--- src/rtl/dls_pkg.sv ---
// Shared types, codes and character tables of the lexical scanner.
`default_nettype none

package dls_pkg;

  localparam int unsigned MAX_TOKEN_LEN_DEF = 255;

  // Result queue between the scanner step and the output port.
  localparam int unsigned QUEUE_DEPTH = 4;
  localparam int unsigned QUEUE_PTR_W = $clog2(QUEUE_DEPTH);
  localparam int unsigned QUEUE_CNT_W = $clog2(QUEUE_DEPTH + 1);

  localparam logic OP_BYTE = 1'b0;
  localparam logic OP_END  = 1'b1;

  localparam logic [7:0] CH_LF = 8'h0A;

  typedef enum logic [4:0] {
    ST_START  = 5'd0,
    ST_WORD   = 5'd1,
    ST_NUMBER = 5'd2,
    ST_GT     = 5'd3,
    ST_LT     = 5'd4,
    ST_EQ     = 5'd5,
    ST_COMMA  = 5'd6,
    ST_SEMI   = 5'd9,
    ST_COLON  = 5'd10,
    ST_PLUS   = 5'd11,
    ST_MINUS  = 5'd12,
    ST_STAR   = 5'd13,
    ST_SLASH  = 5'd14,
    ST_LPAREN = 5'd15,
    ST_RPAREN = 5'd16,
    ST_GE     = 5'd17,
    ST_NE     = 5'd18,
    ST_LE     = 5'd19,
    ST_ASSIGN = 5'd20
  } state_t;

  typedef enum logic [4:0] {
    CL_LETTER, CL_DIGIT, CL_GT, CL_LT, CL_EQ, CL_COMMA, CL_QUOTE, CL_LBRACE,
    CL_RBRACE, CL_SEMI, CL_COLON, CL_PLUS, CL_MINUS, CL_STAR, CL_SLASH,
    CL_LPAREN, CL_RPAREN, CL_BLANK, CL_BAD
  } class_t;

  typedef enum logic [2:0] {
    KIND_WORD   = 3'd0,
    KIND_NUMBER = 3'd1,
    KIND_STRING = 3'd2,
    KIND_SYMBOL = 3'd3,
    KIND_END    = 3'd4,
    KIND_ERROR  = 3'd5
  } kind_t;

  typedef enum logic [2:0] {
    ERR_NONE         = 3'd0,
    ERR_BAD_CHAR     = 3'd1,
    ERR_DIGIT_LETTER = 3'd2,
    ERR_STRAY_BRACE  = 3'd3,
    ERR_BAD_COLON    = 3'd4,
    ERR_UNTERMINATED = 3'd5
  } err_t;

  typedef struct packed {
    kind_t       kind;
    logic [3:0]  sym;
    logic [7:0]  len;
    logic [15:0] line;
    err_t        err;
    logic        last;
  } result_t;

  typedef struct packed {
    state_t      scan;
    logic        in_comment;
    logic        in_string;
    logic [7:0]  count;
    logic [15:0] line;
    logic        line_start;
    logic        halted;
  } scan_regs_t;

  function automatic class_t char_class(input logic [7:0] ch);
    class_t c;
    case (ch)
      8'h3E: c = CL_GT;      // >
      8'h3C: c = CL_LT;      // <
      8'h3D: c = CL_EQ;      // =
      8'h2C: c = CL_COMMA;   // ,
      8'h27: c = CL_QUOTE;   // single quote
      8'h7B: c = CL_LBRACE;  // {
      8'h7D: c = CL_RBRACE;  // }
      8'h3B: c = CL_SEMI;    // ;
      8'h3A: c = CL_COLON;   // :
      8'h2B: c = CL_PLUS;
      8'h2D: c = CL_MINUS;
      8'h2A: c = CL_STAR;
      8'h2F: c = CL_SLASH;
      8'h28: c = CL_LPAREN;
      8'h29: c = CL_RPAREN;
      8'h20, 8'h09: c = CL_BLANK;
      default: begin
        if ((ch >= 8'h41 && ch <= 8'h5A) || (ch >= 8'h61 && ch <= 8'h7A)) begin
          c = CL_LETTER;
        end else if (ch >= 8'h30 && ch <= 8'h39) begin
          c = CL_DIGIT;
        end else begin
          c = CL_BAD;
        end
      end
    endcase
    return c;
  endfunction

  // State entered from the start state by a character that opens a token.
  function automatic state_t start_state(input class_t c);
    state_t s;
    case (c)
      CL_LETTER: s = ST_WORD;
      CL_DIGIT:  s = ST_NUMBER;
      CL_GT:     s = ST_GT;
      CL_LT:     s = ST_LT;
      CL_EQ:     s = ST_EQ;
      CL_COMMA:  s = ST_COMMA;
      CL_SEMI:   s = ST_SEMI;
      CL_COLON:  s = ST_COLON;
      CL_PLUS:   s = ST_PLUS;
      CL_MINUS:  s = ST_MINUS;
      CL_STAR:   s = ST_STAR;
      CL_SLASH:  s = ST_SLASH;
      CL_LPAREN: s = ST_LPAREN;
      CL_RPAREN: s = ST_RPAREN;
      default:   s = ST_START;
    endcase
    return s;
  endfunction

  function automatic logic [3:0] symbol_of(input state_t s);
    logic [3:0] code;
    case (s)
      ST_GT:     code = 4'd0;
      ST_LT:     code = 4'd1;
      ST_EQ:     code = 4'd2;
      ST_COMMA:  code = 4'd3;
      ST_SEMI:   code = 4'd4;
      ST_COLON:  code = 4'd5;
      ST_PLUS:   code = 4'd6;
      ST_MINUS:  code = 4'd7;
      ST_STAR:   code = 4'd8;
      ST_SLASH:  code = 4'd9;
      ST_LPAREN: code = 4'd10;
      ST_RPAREN: code = 4'd11;
      ST_GE:     code = 4'd12;
      ST_NE:     code = 4'd13;
      ST_LE:     code = 4'd14;
      ST_ASSIGN: code = 4'd15;
      default:   code = 4'd0;
    endcase
    return code;
  endfunction

endpackage

`default_nettype wire

--- src/rtl/dls_step.sv ---
// Next-state and result logic of the scanner for one source byte or end of input.
`default_nettype none

module dls_step #(
  parameter int unsigned MAX_TOKEN_LEN = dls_pkg::MAX_TOKEN_LEN_DEF
) (
  input  dls_pkg::scan_regs_t cur,
  input  logic                op,
  input  logic [7:0]          ch,
  output dls_pkg::scan_regs_t nxt,
  output logic                v0,
  output logic                v1,
  output dls_pkg::result_t    r0,
  output dls_pkg::result_t    r1
);

  localparam logic [7:0] LEN_CAP = (MAX_TOKEN_LEN > 255) ? 8'd255 : 8'(MAX_TOKEN_LEN);

  dls_pkg::class_t  cls;
  dls_pkg::state_t  nx;
  dls_pkg::err_t    nx_err;
  logic             cont;
  logic [15:0]      line;
  logic [7:0]       bumped;
  dls_pkg::result_t pend;
  dls_pkg::result_t fail_r;

  assign cls    = dls_pkg::char_class(ch);
  assign bumped = (cur.count < LEN_CAP) ? cur.count + 8'd1 : cur.count;

  // Transition out of a token that is already open.
  always_comb begin
    cont   = 1'b0;
    nx     = dls_pkg::ST_START;
    nx_err = dls_pkg::ERR_NONE;
    case (cur.scan)
      dls_pkg::ST_WORD: begin
        if (cls == dls_pkg::CL_LETTER || cls == dls_pkg::CL_DIGIT) begin
          cont = 1'b1;
          nx   = dls_pkg::ST_WORD;
        end
      end
      dls_pkg::ST_NUMBER: begin
        if (cls == dls_pkg::CL_LETTER) begin
          nx_err = dls_pkg::ERR_DIGIT_LETTER;
        end else if (cls == dls_pkg::CL_DIGIT) begin
          cont = 1'b1;
          nx   = dls_pkg::ST_NUMBER;
        end
      end
      dls_pkg::ST_GT: begin
        if (cls == dls_pkg::CL_EQ) begin
          cont = 1'b1;
          nx   = dls_pkg::ST_GE;
        end
      end
      dls_pkg::ST_LT: begin
        if (cls == dls_pkg::CL_GT) begin
          cont = 1'b1;
          nx   = dls_pkg::ST_NE;
        end else if (cls == dls_pkg::CL_EQ) begin
          cont = 1'b1;
          nx   = dls_pkg::ST_LE;
        end
      end
      dls_pkg::ST_COLON: begin
        // A colon may only be followed by '=' or a separator.
        if (cls == dls_pkg::CL_EQ) begin
          cont = 1'b1;
          nx   = dls_pkg::ST_ASSIGN;
        end else if (cls != dls_pkg::CL_BLANK) begin
          nx_err = dls_pkg::ERR_BAD_COLON;
        end
      end
      default: begin
        cont = 1'b0;
      end
    endcase
  end

  always_comb begin
    nxt  = cur;
    v0   = 1'b0;
    v1   = 1'b0;
    r0   = '0;
    r1   = '0;
    line = cur.line;
    if (op == dls_pkg::OP_BYTE && cur.line_start) begin
      line = cur.line + 16'd1;
    end

    pend.kind = (cur.scan == dls_pkg::ST_WORD)   ? dls_pkg::KIND_WORD :
                (cur.scan == dls_pkg::ST_NUMBER) ? dls_pkg::KIND_NUMBER :
                                                   dls_pkg::KIND_SYMBOL;
    pend.sym  = dls_pkg::symbol_of(cur.scan);
    pend.len  = cur.count;
    pend.line = line;
    pend.err  = dls_pkg::ERR_NONE;
    pend.last = 1'b0;

    fail_r      = '0;
    fail_r.kind = dls_pkg::KIND_ERROR;
    fail_r.line = line;

    if (!cur.halted) begin
      if (op == dls_pkg::OP_END) begin
        if (cur.in_string || cur.in_comment) begin
          v0          = 1'b1;
          r0          = fail_r;
          r0.err      = dls_pkg::ERR_UNTERMINATED;
          nxt.halted  = 1'b1;
        end else if (cur.scan != dls_pkg::ST_START) begin
          v0      = 1'b1;
          r0      = pend;
          v1      = 1'b1;
          r1.kind = dls_pkg::KIND_END;
          r1.line = line;
        end else begin
          v0      = 1'b1;
          r0.kind = dls_pkg::KIND_END;
          r0.line = line;
        end
        nxt.scan       = dls_pkg::ST_START;
        nxt.count      = 8'd0;
        nxt.in_string  = 1'b0;
        nxt.in_comment = 1'b0;
        nxt.line_start = 1'b1;
      end else begin
        nxt.line       = line;
        nxt.line_start = (ch == dls_pkg::CH_LF);
        if (ch == dls_pkg::CH_LF) begin
          if (cur.in_string) begin
            v0         = 1'b1;
            r0         = fail_r;
            r0.err     = dls_pkg::ERR_UNTERMINATED;
            nxt.halted = 1'b1;
          end else if (!cur.in_comment && cur.scan != dls_pkg::ST_START) begin
            v0        = 1'b1;
            r0        = pend;
            nxt.scan  = dls_pkg::ST_START;
            nxt.count = 8'd0;
          end
        end else if (cur.in_string) begin
          if (cls == dls_pkg::CL_QUOTE) begin
            v0            = 1'b1;
            r0.kind       = dls_pkg::KIND_STRING;
            r0.len        = cur.count;
            r0.line       = line;
            nxt.in_string = 1'b0;
            nxt.count     = 8'd0;
          end else begin
            nxt.count = bumped;
          end
        end else if (cur.in_comment) begin
          if (cls == dls_pkg::CL_RBRACE) begin
            nxt.in_comment = 1'b0;
          end
        end else if (cls == dls_pkg::CL_BAD) begin
          v0         = 1'b1;
          r0         = fail_r;
          r0.err     = dls_pkg::ERR_BAD_CHAR;
          nxt.halted = 1'b1;
        end else if (cur.scan != dls_pkg::ST_START && cont) begin
          nxt.scan  = nx;
          nxt.count = bumped;
        end else if (cur.scan != dls_pkg::ST_START && nx_err != dls_pkg::ERR_NONE) begin
          v0         = 1'b1;
          r0         = fail_r;
          r0.err     = nx_err;
          nxt.halted = 1'b1;
        end else begin
          // The open token ends here; the byte then starts from the start state.
          if (cur.scan != dls_pkg::ST_START) begin
            v0        = 1'b1;
            r0        = pend;
            nxt.scan  = dls_pkg::ST_START;
            nxt.count = 8'd0;
          end
          case (cls)
            dls_pkg::CL_QUOTE: begin
              nxt.in_string = 1'b1;
              nxt.count     = 8'd0;
            end
            dls_pkg::CL_LBRACE: begin
              nxt.in_comment = 1'b1;
            end
            dls_pkg::CL_RBRACE: begin
              nxt.halted = 1'b1;
              if (v0) begin
                v1     = 1'b1;
                r1     = fail_r;
                r1.err = dls_pkg::ERR_STRAY_BRACE;
              end else begin
                v0     = 1'b1;
                r0     = fail_r;
                r0.err = dls_pkg::ERR_STRAY_BRACE;
              end
            end
            dls_pkg::CL_BLANK: begin
              nxt.scan = dls_pkg::ST_START;
            end
            default: begin
              nxt.scan  = dls_pkg::start_state(cls);
              nxt.count = 8'd1;
            end
          endcase
        end
      end
    end

    if (v1) begin
      r1.last = 1'b1;
    end else if (v0) begin
      r0.last = 1'b1;
    end
  end

endmodule

`default_nettype wire

--- src/rtl/dls_queue.sv ---
// Result queue: takes up to two results per cycle and hands out one per transaction.
`default_nettype none

module dls_queue (
  input  logic             clk,
  input  logic             rst,
  input  logic             push0,
  input  logic             push1,
  input  dls_pkg::result_t din0,
  input  dls_pkg::result_t din1,
  output logic             room,
  output logic             out_valid,
  input  logic             out_ready,
  output dls_pkg::result_t dout
);

  localparam int unsigned PTR_W = dls_pkg::QUEUE_PTR_W;
  localparam int unsigned CNT_W = dls_pkg::QUEUE_CNT_W;

  dls_pkg::result_t entries [dls_pkg::QUEUE_DEPTH];
  logic [PTR_W-1:0] wr_ptr;
  logic [PTR_W-1:0] rd_ptr;
  logic [CNT_W-1:0] cnt;
  logic [CNT_W-1:0] cnt_next;
  logic             pop;

  assign out_valid = (cnt != '0);
  assign pop       = out_valid && out_ready;
  assign dout      = entries[rd_ptr];
  // Room for the two results that one item may cause.
  assign room      = (cnt <= CNT_W'(dls_pkg::QUEUE_DEPTH - 2));
  assign cnt_next  = cnt + CNT_W'(push0) + CNT_W'(push1) - CNT_W'(pop);

  // The depth is a power of two, so the pointers wrap on their own.
  always_ff @(posedge clk) begin
    if (rst) begin
      wr_ptr <= '0;
      rd_ptr <= '0;
      cnt    <= '0;
    end else begin
      if (push1) begin
        wr_ptr <= wr_ptr + PTR_W'(2);
      end else if (push0) begin
        wr_ptr <= wr_ptr + PTR_W'(1);
      end
      if (pop) begin
        rd_ptr <= rd_ptr + PTR_W'(1);
      end
      cnt <= cnt_next;
    end
  end

  always_ff @(posedge clk) begin
    if (push0) begin
      entries[wr_ptr] <= din0;
    end
    if (push1) begin
      entries[wr_ptr + PTR_W'(1)] <= din1;
    end
  end

  a_no_overflow: assert property (@(posedge clk) disable iff (rst)
    cnt <= CNT_W'(dls_pkg::QUEUE_DEPTH))
    else $error("result queue holds more entries than its depth");

endmodule

`default_nettype wire

--- src/rtl/dfa_lexical_scanner.sv ---
// Top level of the table-driven lexical scanner with streaming ports.
//
//  channel  | direction | tdata                         | tuser       | tlast
//  s_axis   | in        | ch                            | op          | -
//  m_axis   | out       | symbol_code, length, line,err | token_kind  | last_of_run
//
// One source byte is taken per cycle while the queue has room; its scan step is one
// level of logic from the scanner registers into the result queue, which registers
// each result before it leaves. An item can cause two results; the output drains one
// per cycle while m_axis_tready is high, so the four-entry result queue sets the rate
// when the output stalls: input is taken while the queue has room for two results.
// Reset is synchronous and clears the scanner state and the queue at once. After an
// error the block drops every input without a result until reset.
`default_nettype none

module dfa_lexical_scanner #(
  parameter int unsigned MAX_TOKEN_LEN = dls_pkg::MAX_TOKEN_LEN_DEF
) (
  input  logic        clk,
  input  logic        rst,
  input  logic        s_axis_tvalid,
  output logic        s_axis_tready,
  input  logic [7:0]  s_axis_tdata,   // [7:0] ch
  input  logic        s_axis_tuser,   // [0] op
  output logic        m_axis_tvalid,
  input  logic        m_axis_tready,
  output logic [31:0] m_axis_tdata,   // [3:0] symbol_code, [11:4] token_length,
                                      // [27:12] line_number, [30:28] error_code, [31] zero
  output logic [2:0]  m_axis_tuser,   // [2:0] token_kind
  output logic        m_axis_tlast    // last_of_run
);

  dls_pkg::scan_regs_t regs;
  dls_pkg::scan_regs_t regs_next;
  dls_pkg::result_t    r0;
  dls_pkg::result_t    r1;
  dls_pkg::result_t    head;
  logic                v0;
  logic                v1;
  logic                accept;
  logic                room;

  assign s_axis_tready = room;
  assign accept        = s_axis_tvalid && s_axis_tready;

  dls_step #(
    .MAX_TOKEN_LEN(MAX_TOKEN_LEN)
  ) u_step (
    .cur (regs),
    .op  (s_axis_tuser),
    .ch  (s_axis_tdata),
    .nxt (regs_next),
    .v0  (v0),
    .v1  (v1),
    .r0  (r0),
    .r1  (r1)
  );

  always_ff @(posedge clk) begin
    if (rst) begin
      regs.scan       <= dls_pkg::ST_START;
      regs.in_comment <= 1'b0;
      regs.in_string  <= 1'b0;
      regs.count      <= 8'd0;
      regs.line       <= 16'd0;
      regs.line_start <= 1'b1;
      regs.halted     <= 1'b0;
    end else if (accept) begin
      regs <= regs_next;
    end
  end

  dls_queue u_queue (
    .clk       (clk),
    .rst       (rst),
    .push0     (accept && v0),
    .push1     (accept && v1),
    .din0      (r0),
    .din1      (r1),
    .room      (room),
    .out_valid (m_axis_tvalid),
    .out_ready (m_axis_tready),
    .dout      (head)
  );

  assign m_axis_tdata = {1'b0, head.err, head.line, head.len, head.sym};
  assign m_axis_tuser = head.kind;
  assign m_axis_tlast = head.last;

  a_halted_silent: assert property (@(posedge clk) disable iff (rst)
    (accept && regs.halted) |-> !v0 && !v1)
    else $error("result produced after an error");

  a_end_resets_scan: assert property (@(posedge clk) disable iff (rst)
    (accept && !regs.halted && s_axis_tuser == dls_pkg::OP_END)
      |=> (regs.scan == dls_pkg::ST_START && regs.line_start && regs.count == 8'd0))
    else $error("end of input did not return the scanner to its start state");

  a_line_advance: assert property (@(posedge clk) disable iff (rst)
    (accept && !regs.halted && s_axis_tuser == dls_pkg::OP_BYTE && regs.line_start)
      |=> regs.line == 16'($past(regs.line) + 16'd1))
    else $error("line counter did not advance on the first byte of a line");

  a_second_slot: assert property (@(posedge clk) disable iff (rst)
    v1 |-> (v0 && r1.last && !r0.last))
    else $error("second result without a first or with a wrong last mark");

endmodule

`default_nettype wire

--- config.mk ---
export PLATFORM = sky130hd
export DESIGN_NAME = dfa_lexical_scanner
export DESIGN_NICKNAME = d
export VERILOG_FILES = /design/src/rtl/dls_pkg.sv /design/src/rtl/dls_step.sv /design/src/rtl/dls_queue.sv /design/src/rtl/dfa_lexical_scanner.sv
export SDC_FILE = /design/constraint.sdc
export NUM_CORES = 1
export LEC_CHECK = 0
export BUFFER_PORTS_ARGS = -buffer_cell sky130_fd_sc_hd__buf_2
export CORE_ASPECT_RATIO = 0.75
export CORE_MARGIN = 4
export CORE_UTILIZATION = 30
export CTS_CLUSTER_SIZE = 40
export DETAILED_ROUTE_END_ITERATION = 8
export GPL_ROUTABILITY_DRIVEN = 1
export PLACE_DENSITY = 0.54
export SYNTH_ARGS = -nofsm -noshare
export SYNTH_HDL_FRONTEND = slang
export SYNTH_SLANG_ARGS = --single-unit
--- constraint.sdc ---
create_clock -name clk -period 6.43 [get_ports clk]
set_clock_uncertainty 0.1 [all_clocks]
set_input_delay 0 -clock clk [delete_from_list [all_inputs] [get_ports clk]]
set_output_delay 0 -clock clk [all_outputs]
set_load 0.01 [all_outputs]
# Word-level counts from Yosys, hierarchy flattened
# Memories as Yosys holds them, arrays and structs flattened. A register that Yosys moved wholly into a read port is not among the register bits.
# Cells that the tools add are included.
[op_classes]
n_addsub = 8
n_lt_le_gt_ge = 8
eq_ne = 44
n_mux = 145
bitwise_logic = 2
reduce_logical = 30
[op_table]
columns = ["operator", "count"]
rows = [
  ["$mux 35", 22],
  ["$eq 8x6->1 const B", 14],
  ["$pmux 5 s16", 1],
  ["$mux 5", 15],
  ["$mux 16", 4],
  ["$mux 1", 59],
  ["$mux 8", 7],
  ["$mux 24", 2],
  ["$mux 15", 3],
  ["$pmux 5 s5", 1],
  ["$mux 12", 2],
  ["$mux 3", 8],
  ["$mux 2", 11],
  ["$eq 5x3->1 const B", 4],
  ["$mux 9", 2],
  ["$add 16x1->16 const B", 1],
  ["$eq 8x4->1 const B", 2],
  ["$eq 8x7->1 const B", 2],
  ["$ge 8x7->1 const B", 2],
  ["$le 8x7->1 const B", 2],
  ["$pmux 8 s2", 1],
  ["$reduce_and 8->1", 2],
  ["$eq 5x2->1 const B", 3],
  ["$mux 4", 3],
  ["other kinds (38)", 64],
]
[totals]
ff_bits = 40
mem_bits_rw = 140
romBits = 288
inputBits = 13
out_inout_bits = 38
word_cells = 250
n_memories = 3
[memory_table]
columns = ["memory", "words", "word_bits", "read_ports", "rd_clocked_by_memory_dff", "wr", "line", "rtl"]
rows = [
  ["(no name shown)", 32, 5, 1, 0, 0, "dls_pkg.sv:118", "case (c)"],
  ["u_queue.entries", 4, 35, 1, 1, 2, "dls_queue.sv:20", "dls_pkg::result_t entries [dls_pkg::QUEUE_DEPTH];"],
  ["(no name shown)", 32, 4, 1, 1, 0, "dls_pkg.sv:140", "case (s)"],
]

# Logic depth before layout (Yosys ltp)
# Gate-level depths: netlist of run 1.
[logic_depth]
word_depth = 32
depth_mapped = 24

# By module
# Synthesis of run 1 repeated with hierarchy kept, for this count alone.
[hier_totals]
hier_cells = 1098
hier_area_um2 = 13118.8
[by_module_without_submodules]
columns = ["module", "instances", "cells_each", "area_per_inst_um2"]
rows = [
  ["dls_queue", 1, 393, 7817.5],
  ["dls_step", 1, 549, 3468.3],
  ["dfa_lexical_scanner", 1, 156, 1833.0],
]

# Worst setup path after synthesis of run 1
# OpenSTA, ideal clock, no wires.
[synth_path]
path_kind = "in2reg"
start = "in s_axis_tdata[7]"
end = "reg, netlist name u_step.pend[29]"
setup_ps = 137
arrival_time_ps = 4567
required_ps = 6193
slack_ps = 1626
stages = 22
path_buffers = 2
cell_sequence = "buf_2 -> nand4bb_1 -> or3b_2 -> nand2_1 -> nor2_1 -> nand2_1 -> o221ai_1 -> inv_1 -> ha_1 -> clkbuf_1 -> inv_1 -> and4_1 -> nand3_1 -> o221ai_2 -> or2_1 -> o31a_1 -> or4_1 -> a21o_1 -> ha_1 -> o211ai_2 -> a21boi_1 -> o311ai_2"
[synth_via]
elab_chain_len = 18
word_cells_on_any_way = 82
[synth_lines]
columns = ["element", "line", "rtl"]
rows = [
  ["start: declaration", "dfa_lexical_scanner.sv:23", "input logic [7:0] s_axis_tdata,"],
  ["branches (longest 16 deep; another with $ge 8x6->1)", "-", ""],
  ["$mux 5 (no source line) (*) (2 in a row)", "-", ""],
]
# Every way passes the cells marked *. The select of a mux whose other input is x is not followed.
# A chain may end at the register's enable or synchronous reset.

# Final worst setup path of run 1
[layout_path]
start = "in s_axis_tdata[3]"
end = "reg, netlist name u_step.pend[29]"
[layout_via]
elab_chain_len = 18
word_cells_on_any_way = 82
[layout_lines]
columns = ["element"]
rows = [
  ["branches (longest 16 deep; another with $ge 8x6->1)"],
  ["$mux 5 (no source line) (*) (2 in a row)"],
]
# Marks and branches as above.

==> flow_summary.toml, run 1 <==
[clocking]
h-tree-depth = 4
cts_setup_buffers = 0
cts_tree = "yes"
cts_buffers = 17
clockBufferDepth = 2
insertion_delay_ns = 0.45
cts-root-buf = "clkbuf_16"
cts.sinks = 186
clk_pin_slew_ns = 0.07

[layout]
multi_input_area_um2 = 5090
regArea_um2 = 4570
area_growth_syn_to_layout_pct = 12.7
diodes = 0
fill_cells = 3356
final_core_util = 0.347
drive_gt1_frac = 0.161
fin_nets = 1118

[timing]
tightest_slew_ns = 0.928
setup_viol = 0
fin_ws_ns = 1.25
timing.final.crit_share = 0.806
maxSlewViolCount = 0
fin_crit_ns = 5.18
fmax_mhz = 193
hold_viol = 0
rsz0062_at_grt = "false"
setup_tns_ns = 0
relSlewSlack = 0.381

[global_routing]
grt_pass1_wl_um = 43700
grtUsageTotal = 0.150
antenna_found_initial = 0
grt-ovfl-total = 0
grt_pass1_vias = 7668
grt_max_degree = 54

[synth]
synth_largest_area_cell = "edfxtp_1"
synth.avg_cell_area_um2 = 9.45
synth_cell_types = 85
synthArstFlopShare = 0
syn-num-nets = 1097
synth_edf_count = 84
seq_area_frac_synth = 0.453
synth_area_um2 = 10100
synth_cells = 1066
yosys_warnings = 0
synthTopCellsByArea = "edfxtp_1, dfxtp_1, mux4_2"
synthFlopType = "dfxtp_1"
ys_seq_elements = 186
synth_top_area_frac = 0.250

[floorplan]
row_count = 57
dieArea_um2 = 36600
start_util = 0.308
die_w_um = 220
num_io_pins = 51
die_h_um = 167
design.core.area_um2 = 32700

[detailed_routing]
finalWirelength_um = 27200
num_vias = 8037
dr.pass1.iters = 5
wire_per_inst_um = 17.7
drtAntennaViolNets = 0
drtIter0Drc = 698
drc = 0
vias_per_cell = 5.21

[pwr]
power_frac_clock = 0.330
powerDensity_nw_per_um2 = 289
vdd_drop_max_v = 0.000168
p_int_mw = 2.27
leakage_nw = 3.82
p_seq_frac = 0.421
swShare = 0.309
pwr-share-comb = 0.249
power_switching_mw = 1.01
p_total_mw = 3.28

[hold_path]
hold_end = "regs[19]$_SDFFE_PP0P_"
hold_depth = 3
hp-class = "primary input to flop"
min_from = "rst"

[critical_path]
rr_startpoint = "regs[32]$_SDFFE_PP0N_"
cp_top_family = "compound AO/OA/AOI/OAI gates"
rr_endpoint = "u_step.pend[29]$_DFF_P_"
cp.arrival_ns = 5.39
critPathLaunchType = "primary input"
path_common_cell = "inv_1"
crit_path_max_incr_delay_ns = 0.43
cp_num_buf_inv = 4
crit_slowest_cell = "or3_1"
required_ns = 6.64
path_cells = "buf_2 > or3_1 > o31ai_2 > o32ai_1 > nor2_1 > nand2_1 > o221ai_1 > inv_1 > ha_1 > inv_1 > and4_1 > nand3_1 > o221ai_2 > or2_1 > o21ai_0 > or3_1 > a21oi_1 > inv_1 > ha_1 > o211ai_2 > a21boi_1 > o311ai_2"
rr_worst_depth = 14
crit_fanout = 14
cp-end-kind = "flop"
critPathKind = "primary input to flop"
r2r_slack_ns = 2.18

[place]
io_buffers = 49
place.gp.congestion = 0.896
dp_hpwl_um = 18800
pre_cts_slack_ns = 0.868

[outcome]
outcome = "finished clean"

[run]
max_cap_violations = 0
## through the flow
step / instances / hold slack (ns) / cell area (um2)
after floorplan: 1066 / 0.201 / 10100
after global placement: 1507 / 0.340 / 10700
after detailed placement: 1507 / 0.346 / 10700
after CTS: 1542 / 0.0110 / 11400
after global routing: 1542 / 0.0650 / 11400
final: 1542 / 0.0170 / 11400
## worst max-delay path by stage
stage                     from                        end  slack [ns]  cells past startpoint
2_1_floorplan  s_axis_tdata[7]    u_step.pend[29]$_DFF_P_        1.63                     22
3_3_place_gp   s_axis_tdata[7]  u_queue.cnt[2]$_SDFF_PP0_        0.93                     22
3_5_place_dp   s_axis_tdata[3]    u_step.pend[29]$_DFF_P_        0.87                     22
4_1_cts        s_axis_tdata[3]    u_step.pend[29]$_DFF_P_        1.31                     22
5_1_grt        s_axis_tdata[0]  u_queue.cnt[2]$_SDFF_PP0_        0.80                     22
6_report       s_axis_tdata[3]    u_step.pend[29]$_DFF_P_        1.25                     22
## final cells by class
class,count,area share
Timing Repair Buffer,72,0.0397
Clock buffer,18,0.0378
Inverter,26,0.00860
Sequential cell,186,0.402
Clock inverter,14,0.0150
Tap cell,442,0.0487
Multi-Input combinational cell,784,0.448
## flip-flops by register name, indices dropped and copies added, names as in the netlist, named ones only
name             flops
u_queue.rd_ptr       2
u_queue.entries    140
regs                33
u_queue.wr_ptr       2
u_step.pend          4
u_queue.cnt          3
## cell usage in the layout, fill, tap and decap left out, types with 4 or more instances in the layout
cell / Yosys / routed
edfxtp_1: 84 / 84
o31a_1: 4 / 4
buf_4: 4 / 18
buf_2: 22 / 49
a211oi_1: 5 / 5
and3_1: 8 / 8
ha_1: 16 / 16
nand3_1: 59 / 59
nor2b_1: 11 / 11
nor2_2: 8 / 8
o31ai_1: 6 / 6
dfxtp_1: 102 / 100
and2_1: 5 / 5
or2_1: 9 / 9
nor4_1: 8 / 8
nor3b_1: 4 / 4
or2_2: 5 / 5
nor2_1: 134 / 134
or3_1: 13 / 13
o21ai_1: 6 / 6
a21oi_2: 6 / 6
xor2_1: 23 / 23
mux4_2: 35 / 35
a21oi_1: 96 / 96
nand2b_1: 13 / 13
inv_1: 26 / 26
nand4_1: 8 / 8
o22ai_1: 18 / 18
nor3_1: 18 / 18
nand2_1: 144 / 144
xnor2_1: 15 / 15
a31oi_1: 12 / 12
o21ai_0: 18 / 18
clkbuf_16: 0 / 17
## what timing repair did
item | in CTS | in global routing
hold buffers | 3 | 0
hold endpoints to repair | 6 | 0
gates resized for setup | 0 | 0
## worst register-to-register path, stage by stage, from the launching register on
cell and delay (ns):
dfxtp_1 0.39, nor4_1 0.77, nand3_1 0.16, a21oi_1 0.28, a31oi_1 0.09, o221ai_2 0.37, or2_1 0.24, o21ai_0 0.13
or3_1 0.40, a21oi_1 0.27, inv_1 0.13, ha_1 0.27, o211ai_2 0.23, a21boi_1 0.21, o311ai_2 0.09
## Yosys cell counts (all sizes together), types with 4 or more instances
cell type  number
nand3          59
clkbuf         37
a21oi         103
nor4            9
nand4           8
nor3b           4
o22ai          18
or3            13
a211oi          6
mux4           35
or2            15
o31a            4
nor3           18
xnor2          15
ha             16
xor2           23
o21ai          26
and2            5
a31oi          12
inv            26
dfxtp         102
o31ai           8
o211ai          4
and3            8
buf            33
edfxtp         84
nand2b         13
nor2          142
nand2         144
nor2b          11
## cells by family (layout without fill, tap and decap cells)
| family | count (synthesis) | after routing | share of synthesized area |
|---|---|---|---|
| XOR/XNOR | 38 | 38 | 0.0330 |
| buffers and inverters | 96 | 130 | 0.0422 |
| multiplexers | 38 | 38 | 0.0813 |
| adder cells (fa/ha/maj) | 18 | 18 | 0.0238 |
| AO/OA/AOI/OAI | 220 | 220 | 0.146 |
| flip-flops | 186 | 186 | 0.453 |
| other | 1 | 1 | 0.000372 |
| AND/OR/NAND/NOR | 469 | 469 | 0.220 |
## power groups by stage
stage,sequential [mW],combinational [mW],clock [mW]
floorplan,1.39,0.575,0
global placement,1.40,0.824,0
detailed placement,1.41,0.825,0
CTS,1.38,0.830,1.11
global route,1.39,0.908,1.16
finish,1.38,0.819,1.08
## layer usage
layer / up-vias / routed length [um] / global-route usage
li1: 3877 / - / -
met4: 0 / 303 / 0.0349
met1: 3917 / 13300 / 0.218
met3: 27 / 1310 / 0.0306
met5: - / 0 / 0
met2: 216 / 12400 / 0.230
Note: power is estimated with default switching activity, not from simulation.
==> run 2: changes to the inputs <==
--- a/config.mk
+++ b/config.mk
@@ -5,6 +5,7 @@
 export SDC_FILE = /design/constraint.sdc
 export NUM_CORES = 1
 export LEC_CHECK = 0
+export ABC_AREA = 1
 export BUFFER_PORTS_ARGS = -buffer_cell sky130_fd_sc_hd__buf_2
 export CORE_ASPECT_RATIO = 0.75
 export CORE_MARGIN = 4
@@ -12,7 +13,7 @@
 export CTS_CLUSTER_SIZE = 40
 export DETAILED_ROUTE_END_ITERATION = 8
 export GPL_ROUTABILITY_DRIVEN = 1
-export PLACE_DENSITY = 0.54
+export PLACE_DENSITY = 0.55
 export SYNTH_ARGS = -nofsm -noshare
 export SYNTH_HDL_FRONTEND = slang
 export SYNTH_SLANG_ARGS = --single-unit
==> constraint.sdc (replaced) <==
create_clock -name clk -period 4.3 [get_ports clk]
set_clock_uncertainty 0.1 [all_clocks]
set_input_delay 0 -clock clk [delete_from_list [all_inputs] [get_ports clk]]
set_output_delay 0 -clock clk [all_outputs]
set_load 0.01 [all_outputs]
==> run 2 against run 1 <==
Effect of this change:
- synthesized cell count grew 35%
- register-to-register slack lost 1.5 ns
- via count grew 24%
- core utilization grew 0.15 points
- setup slack lost 0.69 ns
- area after synthesis grew 7.1%
- sequential share of layout area shrank 2.8 points
- first-iteration DRC count grew 31%
==> flow_summary.toml, run 2 <==
[outcome]
outcome = "finished clean"

[pwr]
p_total_mw = 6.37
leakage_nw = 5.35
powerDensity_nw_per_um2 = 521
vdd_drop_max_v = 0.000299

[clocking]
cts.sinks = 186
cts_buffers = 17
cts-root-buf = "clkbuf_16"
postCtsResizedCells = 0
insertion_delay_ns = 0.46
cts_hold_buf = 3
h-tree-depth = 4
cts_setup_buffers = 0
cts_tree = "yes"
clk_pin_slew_ns = 0.07
clockBufferDepth = 2

[synth]
synth_adder_area_share = 0.0223
seq_area_frac_synth = 0.423
yosys_warnings = 0
synth_area_um2 = 10800
synth_cell_types = 49
post-synth-top-count-cell = "nand2_1"
synth_edf_count = 84
synth_cells = 1437
synth_top_area_frac = 0.234
synth_compound_area_frac = 0.137
synthArstFlopShare = 0
synthTopCellsByArea = "edfxtp_1, dfxtp_1, nand2_1"
ys_seq_elements = 186
muxShareOfSynthArea = 0
synth_common_cells = "nand2_1, nor2_1, nand3_1"
synth_top_family_by_area = "simple AND/OR/NAND/NOR gates"
synthXorXnorAreaFrac = 0.0162
synth_simple_gate_area_frac = 0.327
synth_largest_area_cell = "edfxtp_1"
syn-num-nets = 1468
synth.avg_cell_area_um2 = 7.51
synthFlopType = "dfxtp_1"

[detailed_routing]
drtIter0Drc = 911
drtAntennaViolNets = 0
vias_per_cell = 5.10
num_vias = 9943
finalWirelength_um = 33600
dr.pass1.iters = 5
wire_per_inst_um = 17.3
drc = 0

[floorplan]
die_w_um = 227
die_h_um = 172
num_io_pins = 51
dieArea_um2 = 39100
design.core.area_um2 = 35100
start_util = 0.308
row_count = 59

[layout]
diodes = 0
fill_cells = 3651
fin_nets = 1509
layout_commonest_cell = "nand2_1"
drive_gt1_frac = 0.131
top_register = "u_queue.entries"
largest_register_ffs = 140
area_growth_syn_to_layout_pct = 13.2
mostFrequentLayoutCells = "nand2_1, nor2_1, nand3_1, o21ai_0, inv_1"

[global_routing]
grtUsageTotal = 0.174
grt_pass1_wl_um = 53000
grt_max_degree = 71
antenna_found_initial = 0
grt_pass1_vias = 9313
grt-ovfl-total = 0

[timing]
tightest_slew_ns = 0.955
fin_crit_ns = 3.75
hold_viol = 0
setup_viol = 0
rsz0062_at_grt = "false"
fmax_mhz = 267
maxSlewViolCount = 0
setup_tns_ns = 0
timing.final.crit_share = 0.871
relSlewSlack = 0.362

[place]
dp_hpwl_um = 23000
place.gp.congestion = 0.873
io_buffers = 49

[run]
max_cap_violations = 0

[hold_path]
hp-class = "primary input to flop"

[critical_path]
required_ns = 4.53
critPathLaunchType = "primary input"
cp.arrival_ns = 3.97
cp-end-kind = "flop"
critPathKind = "primary input to flop"
crit_fanout = 6
==> run 2: cell count changes after synthesis, sizes merged, moves of 15 or more <==
cell,previous run,this run
nand2,144,326
o21ai,26,164
nand3,59,185
inv,26,124
nor2,142,206
a21oi,103,48
mux4,35,0
o22ai,18,35
or2,15,0
==> run 2: per-stage QoR <==
stage          setup slack [ns]   util  area, um2  cells  hold slack (ns)
2_1_floorplan             0.677      -      10800   1437            0.124
3_3_place_gp              0.146  0.330      11600   1913            0.323
3_5_place_dp              0.107  0.330      11600   1913            0.330
4_1_cts                   0.578  0.348      12200   1948            0.124
5_1_grt                   0.137  0.348      12200   1948            0.196
6_report                  0.554  0.348      12200   1948            0.133
==> run 2: where the power goes <==
part / switching [mW] / internal, mW / total [mW]
clock network: 0.701 / 0.979 / 1.68
registers: 0.153 / 2.19 / 2.35
logic: 1.64 / 0.700 / 2.34
total: 2.50 / 3.87 / 6.37
==> run 2: kinds of logic after synthesis <==
family	Yosys count
compound gates	267
simple gates	755
xor+xnor	20
flops	186
buf+inv	190
other cells	1
fa+ha+maj	18
==> run 2: cell type report <==
cell class	instances	area (um2)	area share
multi-input cells	1061	5420	0.444
flip-flops and latches	186	4570	0.374
clock buffers	28	581	0.0475
well taps	457	572	0.0468
repair buffers	86	556	0.0455
inverters	126	473	0.0387
clock inverters	4	46.3	0.00379
==> run 2: path summary, 6_finish.rpt <==
check                                                    startpoint                             endpoint  slack [ns]  cells past startpoint
worst max-delay path                                s_axis_tdata[6]            u_queue.cnt[2]$_SDFF_PP0_        0.55                     24
worst min-delay path                                  s_axis_tvalid       u_queue.wr_ptr[1]$_SDFFE_PP0P_        0.13                      6
worst max register to register            u_queue.cnt[1]$_SDFF_PP0_              u_step.pend[29]$_DFF_P_        0.70                     17
worst min register to register  u_queue.entries[1][30]$_SDFFE_PP0P_  u_queue.entries[1][30]$_SDFFE_PP0P_        0.36                      2
==> run 2: metal layers <==
layer | global-route usage | up-vias | share of wire | wire, um
li1 | - | 4911 | - | -
met1 | 0.258 | 4632 | 0.49 | 16400
met2 | 0.252 | 370 | 0.41 | 13800
met3 | 0.0465 | 30 | 0.091 | 3070
met4 | 0.0408 | 0 | 0.012 | 394
met5 | 0 | - | 0 | 0
==> run 2: worst max-delay path: stages <==
cell,delay (ns)
buf_2,0.11
nor2_1,0.32
nand2_1,0.18
nor2_1,0.21
nor2_4,0.06
nand2_2,0.07
nor2_4,0.04
nand3_4,0.09
nand2_1,0.10
inv_1,0.11
ha_1,0.21
inv_1,0.08
nor2_2,0.25
nor2_1,0.12
nand2_2,0.12
nand3_1,0.12
o21ai_4,0.22
nand3_4,0.14
ha_1,0.32
inv_1,0.05
fa_1,0.41
fa_1,0.41
xor2_1,0.16
nor2_1,0.05
